File: src/hdl/hve_pkg.sv
// ----------------------------------------------------------------------------
// hve_pkg
// widths, constants, register codes and shared types of the estimator
// ----------------------------------------------------------------------------
package hve_pkg;

   localparam int TIME_W     = 32;
   localparam int HEAD_W     = 9;
   localparam int ACCEL_W    = 13;
   localparam int RANGE_W    = 16;
   localparam int SPEED_W    = 23;
   localparam int CSR_IDX_W  = 3;
   localparam int CSR_DATA_W = 20;

   localparam int DEADBAND_W = 12;
   localparam int DECAY_W    = 9;
   localparam int STOP_W     = 16;
   localparam int PERIOD_W   = 20;
   localparam int TIMEOUT_W  = 16;
   localparam int LIMIT_W    = 16;
   // (timeout_ms + 1) * 1000 fits in 26 bits
   localparam int STILL_US_W = 26;

   localparam int DEG_FULL  = 360;
   localparam int DEG_HALF  = 180;
   localparam int US_PER_MS = 1000;

   localparam int SPEED_MAX = 4194303;
   localparam int SPEED_MIN = -4194304;

   localparam logic [RANGE_W-1:0] NO_DETECT = 16'hFFFF;

   typedef enum logic [CSR_IDX_W-1:0] {
      CSR_ACCEL_DEADBAND,
      CSR_DECAY_NUMERATOR,
      CSR_STOP_THRESHOLD,
      CSR_SAMPLE_PERIOD,
      CSR_STILL_TIMEOUT,
      CSR_STILL_LIMIT
   } csr_index_type;

   typedef struct packed {
      logic [DEADBAND_W-1:0] deadband;
      logic [DECAY_W-1:0]    decay;
      logic [STOP_W-1:0]     stop;
      logic [PERIOD_W-1:0]   period;
      logic [STILL_US_W-1:0] still_us;
      logic [LIMIT_W-1:0]    still_limit;
   } cfg_type;

   typedef struct packed {
      logic [TIME_W-1:0]         time_us;
      logic [HEAD_W-1:0]         heading_raw_deg;
      logic                      reset_button;
      logic signed [ACCEL_W-1:0] accel_x;
      logic [RANGE_W-1:0]        right_range_speed;
      logic [RANGE_W-1:0]        left_range_speed;
   } req_item_type;

endpackage

File: src/hdl/hve_if.sv
// ----------------------------------------------------------------------------
// hve_req_if / hve_rsp_if
// valid/ready channels carrying estimator items and results
// ----------------------------------------------------------------------------
interface hve_req_if import hve_pkg::*; ();
   logic                      valid;
   logic                      ready;
   logic [TIME_W-1:0]         time_us;
   logic [HEAD_W-1:0]         heading_raw_deg;
   logic                      reset_button;
   logic signed [ACCEL_W-1:0] accel_x;
   logic [RANGE_W-1:0]        right_range_speed;
   logic [RANGE_W-1:0]        left_range_speed;

   modport source (
      output valid, time_us, heading_raw_deg, reset_button, accel_x,
             right_range_speed, left_range_speed,
      input  ready
   );
   modport sink (
      input  valid, time_us, heading_raw_deg, reset_button, accel_x,
             right_range_speed, left_range_speed,
      output ready
   );
endinterface

interface hve_rsp_if import hve_pkg::*; ();
   logic                      valid;
   logic                      ready;
   logic signed [HEAD_W-1:0]  heading_deg;
   logic signed [SPEED_W-1:0] speed_x;

   modport source (output valid, heading_deg, speed_x, input ready);
   modport sink   (input valid, heading_deg, speed_x, output ready);
endinterface

File: src/hdl/hve_heading.sv
// ----------------------------------------------------------------------------
// hve_heading
// heading offset store and relative heading wrap to -179..180
// ----------------------------------------------------------------------------
module hve_heading import hve_pkg::*; (
   input  logic                     clock,
   input  logic                     reset,
   input  logic                     advance,
   input  logic [HEAD_W-1:0]        heading_raw,
   input  logic                     button,
   output logic signed [HEAD_W-1:0] heading
);

   localparam int DW = HEAD_W + 2;
   localparam logic signed [DW-1:0] FULL     = DW'(DEG_FULL);
   localparam logic signed [DW-1:0] TWO_FULL = DW'(2 * DEG_FULL);
   localparam logic signed [DW-1:0] HALF     = DW'(DEG_HALF);

   logic [HEAD_W-1:0]    offset_ff, offset_in;
   logic [HEAD_W-1:0]    offset_eff;
   logic signed [DW-1:0] diff, diff_mod, rel;

   always_comb begin
      offset_eff = button ? heading_raw : offset_ff;
      diff = $signed({2'b00, heading_raw}) - $signed({2'b00, offset_eff});
      // true modulo 360 of a difference within -511..511
      if (diff < -FULL) begin
         diff_mod = diff + TWO_FULL;
      end else if (diff < 0) begin
         diff_mod = diff + FULL;
      end else if (diff >= FULL) begin
         diff_mod = diff - FULL;
      end else begin
         diff_mod = diff;
      end
      rel       = (diff_mod > HALF) ? diff_mod - FULL : diff_mod;
      heading   = rel[HEAD_W-1:0];
      offset_in = (advance && button) ? heading_raw : offset_ff;
   end

   always_ff @(posedge clock) begin
      if (reset) begin
         offset_ff <= '0;
      end else begin
         offset_ff <= offset_in;
      end
   end

endmodule

File: src/hdl/hve_speed.sv
// ----------------------------------------------------------------------------
// hve_speed
// x speed integration, decay, stop clear and ultrasonic stillness zeroing
// ----------------------------------------------------------------------------
module hve_speed import hve_pkg::*; (
   input  logic                      clock,
   input  logic                      reset,
   input  logic                      advance,
   input  cfg_type                   cfg,
   input  logic [TIME_W-1:0]         now,
   input  logic signed [ACCEL_W-1:0] accel,
   input  logic [RANGE_W-1:0]        right_speed,
   input  logic [RANGE_W-1:0]        left_speed,
   output logic signed [SPEED_W-1:0] speed
);

   localparam int PW = ACCEL_W + 1;            // accel pair sum
   localparam int SW = SPEED_W + 1;            // speed plus step
   localparam int MW = SW + DECAY_W + 1;       // product
   localparam int QW = MW - 8;                 // product over 256
   localparam logic signed [QW-1:0] Q_MAX = QW'(SPEED_MAX);
   localparam logic signed [QW-1:0] Q_MIN = QW'(SPEED_MIN);

   logic                      started_ff, started_in;
   logic [TIME_W-1:0]         last_time_ff, last_time_in;
   logic                      accel_seen_ff, accel_seen_in;
   logic signed [ACCEL_W-1:0] last_accel_ff, last_accel_in;
   logic signed [SPEED_W-1:0] speed_ff, speed_in;
   logic                      still_flag_ff, still_flag_in;
   logic [TIME_W-1:0]         still_start_ff, still_start_in;

   logic [TIME_W-1:0]         elapsed, still_elapsed, start_eff;
   logic                      do_step, is_still, expired;
   logic signed [PW-1:0]      accel_ext, mag;
   logic signed [ACCEL_W-1:0] accel_db, prev_accel;
   logic signed [PW-1:0]      pair;
   logic signed [SW-1:0]      sum;
   logic signed [MW-1:0]      prod;
   logic signed [QW-1:0]      quot;
   logic signed [SPEED_W-1:0] sat, stepped, step_speed;
   logic signed [SW-1:0]      sat_ext, sat_mag;

   always_comb begin
      // period check against the last step, or against now on the first item
      elapsed = now - (started_ff ? last_time_ff : now);
      do_step = elapsed >= TIME_W'(cfg.period);

      accel_ext  = PW'(accel);
      mag        = (accel_ext < 0) ? -accel_ext : accel_ext;
      accel_db   = (mag < $signed(PW'(cfg.deadband))) ? '0 : accel;
      prev_accel = accel_seen_ff ? last_accel_ff : accel;

      pair = PW'(accel_db) + PW'(prev_accel);
      sum  = SW'(speed_ff) + (SW'(pair) <<< 7);
      prod = MW'(sum) * $signed(MW'(cfg.decay));

      // divide by 256 rounding toward zero
      quot = prod[MW-1:8];
      if (prod[MW-1] && (prod[7:0] != '0)) begin
         quot = quot + QW'(1);
      end

      if (quot > Q_MAX) begin
         sat = SPEED_W'(SPEED_MAX);
      end else if (quot < Q_MIN) begin
         sat = SPEED_W'(SPEED_MIN);
      end else begin
         sat = quot[SPEED_W-1:0];
      end

      sat_ext = SW'(sat);
      sat_mag = (sat_ext < 0) ? -sat_ext : sat_ext;
      stepped = sat;
      if ((accel_db == '0) && (sat_mag < $signed(SW'(cfg.stop)))) begin
         stepped = '0;
      end
      step_speed = do_step ? stepped : speed_ff;

      is_still = (right_speed != NO_DETECT) && (left_speed != NO_DETECT) &&
                 (right_speed <= cfg.still_limit) && (left_speed <= cfg.still_limit);
      start_eff     = still_flag_ff ? still_start_ff : now;
      still_elapsed = now - start_eff;
      expired       = still_elapsed >= TIME_W'(cfg.still_us);

      speed = (is_still && expired) ? '0 : step_speed;

      started_in     = started_ff | advance;
      last_time_in   = (advance && (do_step || !started_ff)) ? now : last_time_ff;
      accel_seen_in  = accel_seen_ff | (advance && do_step);
      last_accel_in  = (advance && do_step) ? accel_db : last_accel_ff;
      speed_in       = advance ? speed : speed_ff;
      still_flag_in  = advance ? is_still : still_flag_ff;
      still_start_in = (advance && is_still && !still_flag_ff) ? now : still_start_ff;
   end

   always_ff @(posedge clock) begin
      if (reset) begin
         started_ff     <= 1'b0;
         last_time_ff   <= '0;
         accel_seen_ff  <= 1'b0;
         last_accel_ff  <= '0;
         speed_ff       <= '0;
         still_flag_ff  <= 1'b0;
         still_start_ff <= '0;
      end else begin
         started_ff     <= started_in;
         last_time_ff   <= last_time_in;
         accel_seen_ff  <= accel_seen_in;
         last_accel_ff  <= last_accel_in;
         speed_ff       <= speed_in;
         still_flag_ff  <= still_flag_in;
         still_start_ff <= still_start_in;
      end
   end

endmodule

File: src/hdl/heading_and_velocity_estimator_core.sv
// ----------------------------------------------------------------------------
// heading_and_velocity_estimator_core
// relative heading and x speed estimate from heading, accel and ultrasonic items
// ----------------------------------------------------------------------------
// Takes one item per clock while results drain, and returns exactly one result
// per item, in order. An accepted item lands in an input register; once the
// result slot is free or draining, the heading and speed logic (one 24x10
// multiply for the decay, a saturate and a few compares) updates the state and
// loads the result register, from which the result is offered on rsp_ch.
// Throughput is one item per cycle while rsp_ch takes results.
// The result register frees the input side: a new item is taken while a result
// waits, and only a held result together with a full input register stalls
// req_ch. Registers are written through csr_we / csr_index / csr_wdata; the
// user must write them only while no item is in flight, as the block does not
// enforce it; an unknown index is ignored. The still timeout is kept internally
// in microseconds, (timeout_ms + 1) * 1000, so the timeout test is a plain
// compare. No clearing pass is needed after reset.
module heading_and_velocity_estimator_core import hve_pkg::*; (
   input  logic                  clock,
   input  logic                  reset,
   hve_req_if.sink               req_ch,
   hve_rsp_if.source             rsp_ch,
   input  logic                  csr_we,
   input  logic [CSR_IDX_W-1:0]  csr_index,
   input  logic [CSR_DATA_W-1:0] csr_wdata
);

   localparam cfg_type CFG_RESET = '{
      deadband:    DEADBAND_W'(5),
      decay:       DECAY_W'(205),
      stop:        STOP_W'(256),
      period:      PERIOD_W'(10000),
      still_us:    STILL_US_W'((1500 + 1) * US_PER_MS),
      still_limit: LIMIT_W'(1)
   };

   cfg_type      cfg_ff, cfg_in;
   req_item_type stage_ff, stage_in;
   logic         stage_valid_ff, stage_valid_in;
   logic         out_valid_ff, out_valid_in;
   logic signed [HEAD_W-1:0]  out_heading_ff, out_heading_in;
   logic signed [SPEED_W-1:0] out_speed_ff, out_speed_in;

   logic                      accept, advance;
   logic signed [HEAD_W-1:0]  heading;
   logic signed [SPEED_W-1:0] speed;

   // register writes
   always_comb begin
      cfg_in = cfg_ff;
      if (csr_we) begin
         case (csr_index_type'(csr_index))
            CSR_ACCEL_DEADBAND:  cfg_in.deadband    = csr_wdata[DEADBAND_W-1:0];
            CSR_DECAY_NUMERATOR: cfg_in.decay       = csr_wdata[DECAY_W-1:0];
            CSR_STOP_THRESHOLD:  cfg_in.stop        = csr_wdata[STOP_W-1:0];
            CSR_SAMPLE_PERIOD:   cfg_in.period      = csr_wdata[PERIOD_W-1:0];
            CSR_STILL_TIMEOUT: begin
               // first elapsed time whose whole ms exceed the timeout
               cfg_in.still_us = (STILL_US_W'(csr_wdata[TIMEOUT_W-1:0]) + STILL_US_W'(1))
                                 * STILL_US_W'(US_PER_MS);
            end
            CSR_STILL_LIMIT:     cfg_in.still_limit = csr_wdata[LIMIT_W-1:0];
            default: ;
         endcase
      end
   end

   // handshake: the compute stage moves on when the result slot is free or drains
   always_comb begin
      advance      = stage_valid_ff && (!out_valid_ff || rsp_ch.ready);
      req_ch.ready = !stage_valid_ff || advance;
      accept       = req_ch.valid && req_ch.ready;

      stage_valid_in = accept ? 1'b1 : (advance ? 1'b0 : stage_valid_ff);
      stage_in.time_us           = req_ch.time_us;
      stage_in.heading_raw_deg   = req_ch.heading_raw_deg;
      stage_in.reset_button      = req_ch.reset_button;
      stage_in.accel_x           = req_ch.accel_x;
      stage_in.right_range_speed = req_ch.right_range_speed;
      stage_in.left_range_speed  = req_ch.left_range_speed;

      out_valid_in   = advance ? 1'b1 : (rsp_ch.ready ? 1'b0 : out_valid_ff);
      out_heading_in = heading;
      out_speed_in   = speed;
   end

   // heading relative to the stored zero
   hve_heading u_heading (
      .clock       (clock),
      .reset       (reset),
      .advance     (advance),
      .heading_raw (stage_ff.heading_raw_deg),
      .button      (stage_ff.reset_button),
      .heading     (heading)
   );

   // integration, decay and stillness zeroing of the x speed
   hve_speed u_speed (
      .clock       (clock),
      .reset       (reset),
      .advance     (advance),
      .cfg         (cfg_ff),
      .now         (stage_ff.time_us),
      .accel       (stage_ff.accel_x),
      .right_speed (stage_ff.right_range_speed),
      .left_speed  (stage_ff.left_range_speed),
      .speed       (speed)
   );

   always_ff @(posedge clock) begin
      if (reset) begin
         cfg_ff         <= CFG_RESET;
         stage_valid_ff <= 1'b0;
         out_valid_ff   <= 1'b0;
      end else begin
         cfg_ff         <= cfg_in;
         stage_valid_ff <= stage_valid_in;
         out_valid_ff   <= out_valid_in;
      end
   end

   // payload registers, no reset needed
   always_ff @(posedge clock) begin
      if (accept) begin
         stage_ff <= stage_in;
      end
      if (advance) begin
         out_heading_ff <= out_heading_in;
         out_speed_ff   <= out_speed_in;
      end
   end

   assign rsp_ch.valid       = out_valid_ff;
   assign rsp_ch.heading_deg = out_heading_ff;
   assign rsp_ch.speed_x     = out_speed_ff;

endmodule

File: src/flat_wrapper.sv
// flat-port wrapper written by rule: the top's interface ports become plain ports
module heading_and_velocity_estimator_core_flat import hve_pkg::*;
  (clock, reset, csr_we, csr_index, csr_wdata, req_ch_valid, req_ch_time_us, req_ch_heading_raw_deg, req_ch_reset_button, req_ch_accel_x, req_ch_right_range_speed, req_ch_left_range_speed, req_ch_ready, rsp_ch_valid, rsp_ch_heading_deg, rsp_ch_speed_x, rsp_ch_ready);
  hve_req_if req_ch_i ();
  hve_rsp_if rsp_ch_i ();
  input  logic clock;
  input  logic reset;
  input  logic csr_we;
  input  logic [CSR_IDX_W-1:0] csr_index;
  input  logic [CSR_DATA_W-1:0] csr_wdata;
  input wire logic [$bits(req_ch_i.valid)-1:0] req_ch_valid;
  input wire logic [$bits(req_ch_i.time_us)-1:0] req_ch_time_us;
  input wire logic [$bits(req_ch_i.heading_raw_deg)-1:0] req_ch_heading_raw_deg;
  input wire logic [$bits(req_ch_i.reset_button)-1:0] req_ch_reset_button;
  input wire logic [$bits(req_ch_i.accel_x)-1:0] req_ch_accel_x;
  input wire logic [$bits(req_ch_i.right_range_speed)-1:0] req_ch_right_range_speed;
  input wire logic [$bits(req_ch_i.left_range_speed)-1:0] req_ch_left_range_speed;
  output wire logic [$bits(req_ch_i.ready)-1:0] req_ch_ready;
  output wire logic [$bits(rsp_ch_i.valid)-1:0] rsp_ch_valid;
  output wire logic [$bits(rsp_ch_i.heading_deg)-1:0] rsp_ch_heading_deg;
  output wire logic [$bits(rsp_ch_i.speed_x)-1:0] rsp_ch_speed_x;
  input wire logic [$bits(rsp_ch_i.ready)-1:0] rsp_ch_ready;
  assign req_ch_i.valid = req_ch_valid;
  assign req_ch_i.time_us = req_ch_time_us;
  assign req_ch_i.heading_raw_deg = req_ch_heading_raw_deg;
  assign req_ch_i.reset_button = req_ch_reset_button;
  assign req_ch_i.accel_x = req_ch_accel_x;
  assign req_ch_i.right_range_speed = req_ch_right_range_speed;
  assign req_ch_i.left_range_speed = req_ch_left_range_speed;
  assign req_ch_ready = req_ch_i.ready;
  assign rsp_ch_valid = rsp_ch_i.valid;
  assign rsp_ch_heading_deg = rsp_ch_i.heading_deg;
  assign rsp_ch_speed_x = rsp_ch_i.speed_x;
  assign rsp_ch_i.ready = rsp_ch_ready;
  heading_and_velocity_estimator_core u_core (.clock(clock), .reset(reset), .req_ch(req_ch_i), .rsp_ch(rsp_ch_i), .csr_we(csr_we), .csr_index(csr_index), .csr_wdata(csr_wdata));
endmodule
File: config.mk
export PLATFORM = sky130hd
export DESIGN_NAME = heading_and_velocity_estimator_core_flat
export DESIGN_NICKNAME = d
export VERILOG_FILES = /design/src/hdl/hve_pkg.sv /design/src/hdl/hve_if.sv /design/src/hdl/hve_heading.sv /design/src/hdl/hve_speed.sv /design/src/hdl/heading_and_velocity_estimator_core.sv /design/src/flat_wrapper.sv
export SDC_FILE = /design/constraint.sdc
export NUM_CORES = 2
export LEC_CHECK = 0
export BUFFER_PORTS_ARGS = -buffer_cell sky130_fd_sc_hd__buf_4
export CAP_MARGIN = 20
export CORE_MARGIN = 2
export CORE_UTILIZATION = 40
export CTS_CLUSTER_DIAMETER = 80
export DETAILED_ROUTE_END_ITERATION = 16
export PLACE_DENSITY_LB_ADDON = 0.05
export SETUP_SLACK_MARGIN = 0.15
export SYNTH_ARGS = -nofsm -noshare
export SYNTH_HDL_FRONTEND = slang
export SYNTH_SLANG_ARGS = --single-unit
File: constraint.sdc
create_clock -name clock -period 17.5 [get_ports clock]
set_input_delay 0.875 -clock clock [delete_from_list [all_inputs] [get_ports clock]]
set_output_delay 0.875 -clock clock [all_outputs]
set_load 0.01 [all_outputs]
==> summary.txt <==
Run status
  • Status: complete, no violations

Logic synthesis
  • Synth Area in Adders: 27.2%
  • Post-Synthesis Cells: 3794
  • Post-Syn Area per Cell: 8.79 um^2
  • Synth Flop Type: dfxtp_1
  • Top cells by area, synth: fa_1 14%, ha_1 13%, dfxtp_1 13%
  • Synth Register Bits: 329
  • Post-Syn Area: 33400 um^2
  • Synth area leader: fa_1
  • Asr flop ratio synth: 0%
  • Syn Nets: 4489
  • Post-Synth Simple-Gate Area: 17.0%
  • Syn. warnings: 0
  • Post-synthesis mux area share: 5.71%
  • EDFF count, synth: 119
  • Synth cell types: 93
  • Part of the Yosys area used for sequential elements: 23.3%
  • Share of the synthesized area in the top cell type: 14.4%
  • Compound-Gate Fraction of Synth Area: 15.3%
  • Largest family of logic cells by synthesized area: adder cells
  • Xor/xnor cell area share of the yosys netlist: 5.14%

Worst setup path
  • Crit path kind: reg2reg
  • R2R depth: 79
  • Crit-path leading delay family: compound AO/OA/AOI/OAI gates
  • Critical Path AT: 16.62 ns
  • Nature of the critical path startpoint: register
  • RR Startpoint: u_core.stage_ff[32]
  • Required time worst endpoint: 17.79 ns
  • Critical path depth: 79
  • Critical Path End Type: register
  • Reg-to-reg endpoint: u_core.rsp_ch.speed_x[11]
  • Worst path bufs/invs: 13
  • R2R Setup Slk: 1.18 ns
  • Crit-path slowest cell: or4_4
  • Max Fanout on Critical Path: 19
  • CP peak stage delay: 0.56 ns

Placed design
  • Final Wtd Congestion: 0.918
  • Number of buffers added on ports: 148
  • Placed Instances: 4918
  • Post-DP HPWL: 77.5 mm

GRT
  • Antenna violations before repair: 0
  • Total global routing overflow: 0
  • Vias in the first global route: 26400
  • Largest net degree at the start of global routing: 70
  • Global-route wire length before repair: 155 mm
  • Global Route Usage Sum: 22.9%

STA
  • WHS: 0.453 ns
  • Final period util: 93.3%
  • Worst Skew: 0.0353 ns
  • Tmin final: 16.32 ns
  • Final Hold Fails: 0
  • FMAX: 61.3 MHz
  • Setup tns final: 0 ns
  • Worst slew pin tran: 1.11 ns
  • Slew HR: 25.5%
  • Final Max Slew Viols: 0
  • Final setup viols: 0
  • RSZ-0062 raised after global routing: false

Detailed routing
  • DR pass1 iterations: 5
  • DRC marker count from the first detailed-route iteration: 1562
  • Wirelength per Cell: 19.6 um
  • Routed Antenna Nets: 0
  • Vias: 26900
  • Post-route DRC: 0
  • Routed Wire Length: 98.3 mm
  • Via density: 5.37

Clocking
  • Clock Latency Late Sink: 0.58 ns
  • CTS max path bufs: 3
  • H-tree depth: 2
  • Clock transition at path regs: 0.06 ns
  • Clock Sinks: 329
  • Root Buffer: clkbuf_16
  • Clock buffer count from CTS: 42
  • Clock tree from TritonCTS: done
  • Post-CTS Hold Buffers: 0

Cells and area
  • Most common cell after layout, fill and taps aside: inv_1
  • Final Net Count: 4605
  • Commonest non-fill, non-tap cells in the layout: 407 x inv_1, 393 x nand2_1, 335 x ha_1, 251 x nor2_1, 247 x a21oi_1
  • Fillers: 8227
  • Finished Core Util: 45.5%
  • Area Growth Syn to Fin: 12.3%
  • Antenna cells: 0
  • Layout cells sized above 1: 10.0%
  • Post-Layout Cell Count: 5013

Job
  • Max-capacitance violation count: 0

Min path
  • HP Class: reg2reg
  • Endpoint, Worst Hold: u_core.u_heading.offset_ff[6]
  • HP Start: u_core.u_heading.offset_ff[6]
  • Worst Hold Path Cells: 2

Die
  • Die Y: 293 um
  • Boundary pin count: 149
  • Die ar.: 85700 um^2
  • Die Span X: 293 um
  • Row cnt: 105
  • Area of the core: 82400 um^2
  • Starting Density: 40.5%
## timing repair
| action | in CTS | in global routing |
|---|---|---|
| gates cloned | 0 | 2 |
| setup buffers | 0 | 14 |
| resized for setup | 0 | 59 |
| pin swaps | 0 | 20 |
| setup endpoints to repair | 20 | 46 |
## cells by family after synthesis
logic type	count (synthesis)
DFF	329
adders and majority gates	580
AOI/OAI and AO/OA	774
buffers and inverters	565
and+or+nand+nor	1164
xor gates and xnor gates	194
muxes	188
## worst reg2reg max path, delay by kind of cell (launching register included)
family / cells / cell delay [ns]
fa+ha+maj: 13 / 4.69
buf+inv: 13 / 1.52
flops: 1 / 0.43
compound gates: 31 / 5.05
simple gates: 19 / 3.73
xor+xnor: 3 / 0.62
## sequential cells by signal, indices dropped and copies added (netlist names)
name / flops
u_core.stage_ff: 87
u_core.u_speed.last_time_ff: 32
u_core.stage_valid_ff: 1
u_core.rsp_ch.heading_deg: 9
u_core.u_speed.speed_ff: 23
u_core.rsp_ch.speed_x: 23
u_core.u_heading.offset_ff: 9
u_core.u_speed.started_ff: 1
u_core.u_speed.still_start_ff: 32
u_core.u_speed.still_flag_ff: 1
u_core.u_speed.last_accel_ff: 13
u_core.u_speed.accel_seen_ff: 1
u_core.cfg_ff: 96
u_core.rsp_ch.valid: 1
## worst max-delay path by stage
stage                                    from                        end  slack, ns
after floorplan           u_core.stage_ff[32]   u_core.rsp_ch.speed_x[3]       1.20
after global placement    u_core.stage_ff[32]  u_core.rsp_ch.speed_x[12]       0.42
after detailed placement  u_core.stage_ff[33]  u_core.rsp_ch.speed_x[10]       0.08
after CTS                 u_core.stage_ff[33]   u_core.rsp_ch.speed_x[8]       0.03
after global routing      u_core.stage_ff[32]  u_core.rsp_ch.speed_x[14]       0.06
final                     u_core.stage_ff[32]  u_core.rsp_ch.speed_x[11]       1.18
## per-stage QoR
| stage | instance area [um^2] | worst slack [ns] |
|---|---|---|
| 6_report | 37500 | 1.18 |
| 3_3_place_gp | 35700 | 0.416 |
| 3_5_place_dp | 35700 | 0.0773 |
| 4_1_cts | 37100 | 0.0258 |
| 5_1_grt | 37500 | 0.0592 |
| 2_1_floorplan | 33400 | 1.20 |
## metal layers
layer | part of all wire [%] | vias up | GRT usage, %
met3 | 3.7 | 91 | 2.18
met2 | 46 | 534 | 37.3
li1 | - | 13300 | -
met5 | 0 | - | 0
met4 | 2.1 | 0 | 5.08
met1 | 48 | 13000 | 32.9
## cell usage after synthesis, types with 70 or more instances
| master | count |
|---|---|
| fa_1 | 240 |
| a21o_1 | 70 |
| and2_1 | 119 |
| xnor2_1 | 133 |
| edfxtp_1 | 119 |
| a21oi_1 | 260 |
| ha_1 | 340 |
| clkbuf_1 | 136 |
| nand2_1 | 394 |
| inv_1 | 410 |
| mux2i_1 | 169 |
| nor2_1 | 254 |
| o21ai_0 | 132 |
| dfxtp_1 | 210 |
## final cells by class
type / count / area, um^2 / area share, %
Sequential cell: 329 / 7780 / 20.8
Multi-Input combinational cell: 2901 / 23700 / 63.3
Clock inverter: 17 / 194 / 0.517
Inverter: 411 / 1540 / 4.12
Timing Repair Buffer: 225 / 1710 / 4.57
Tap cell: 1070 / 1340 / 3.57
Clock buffer: 60 / 1170 / 3.12
Power is not shown: default switching activity piles up to over one toggle a cycle in this logic, so the estimate is an artifact.
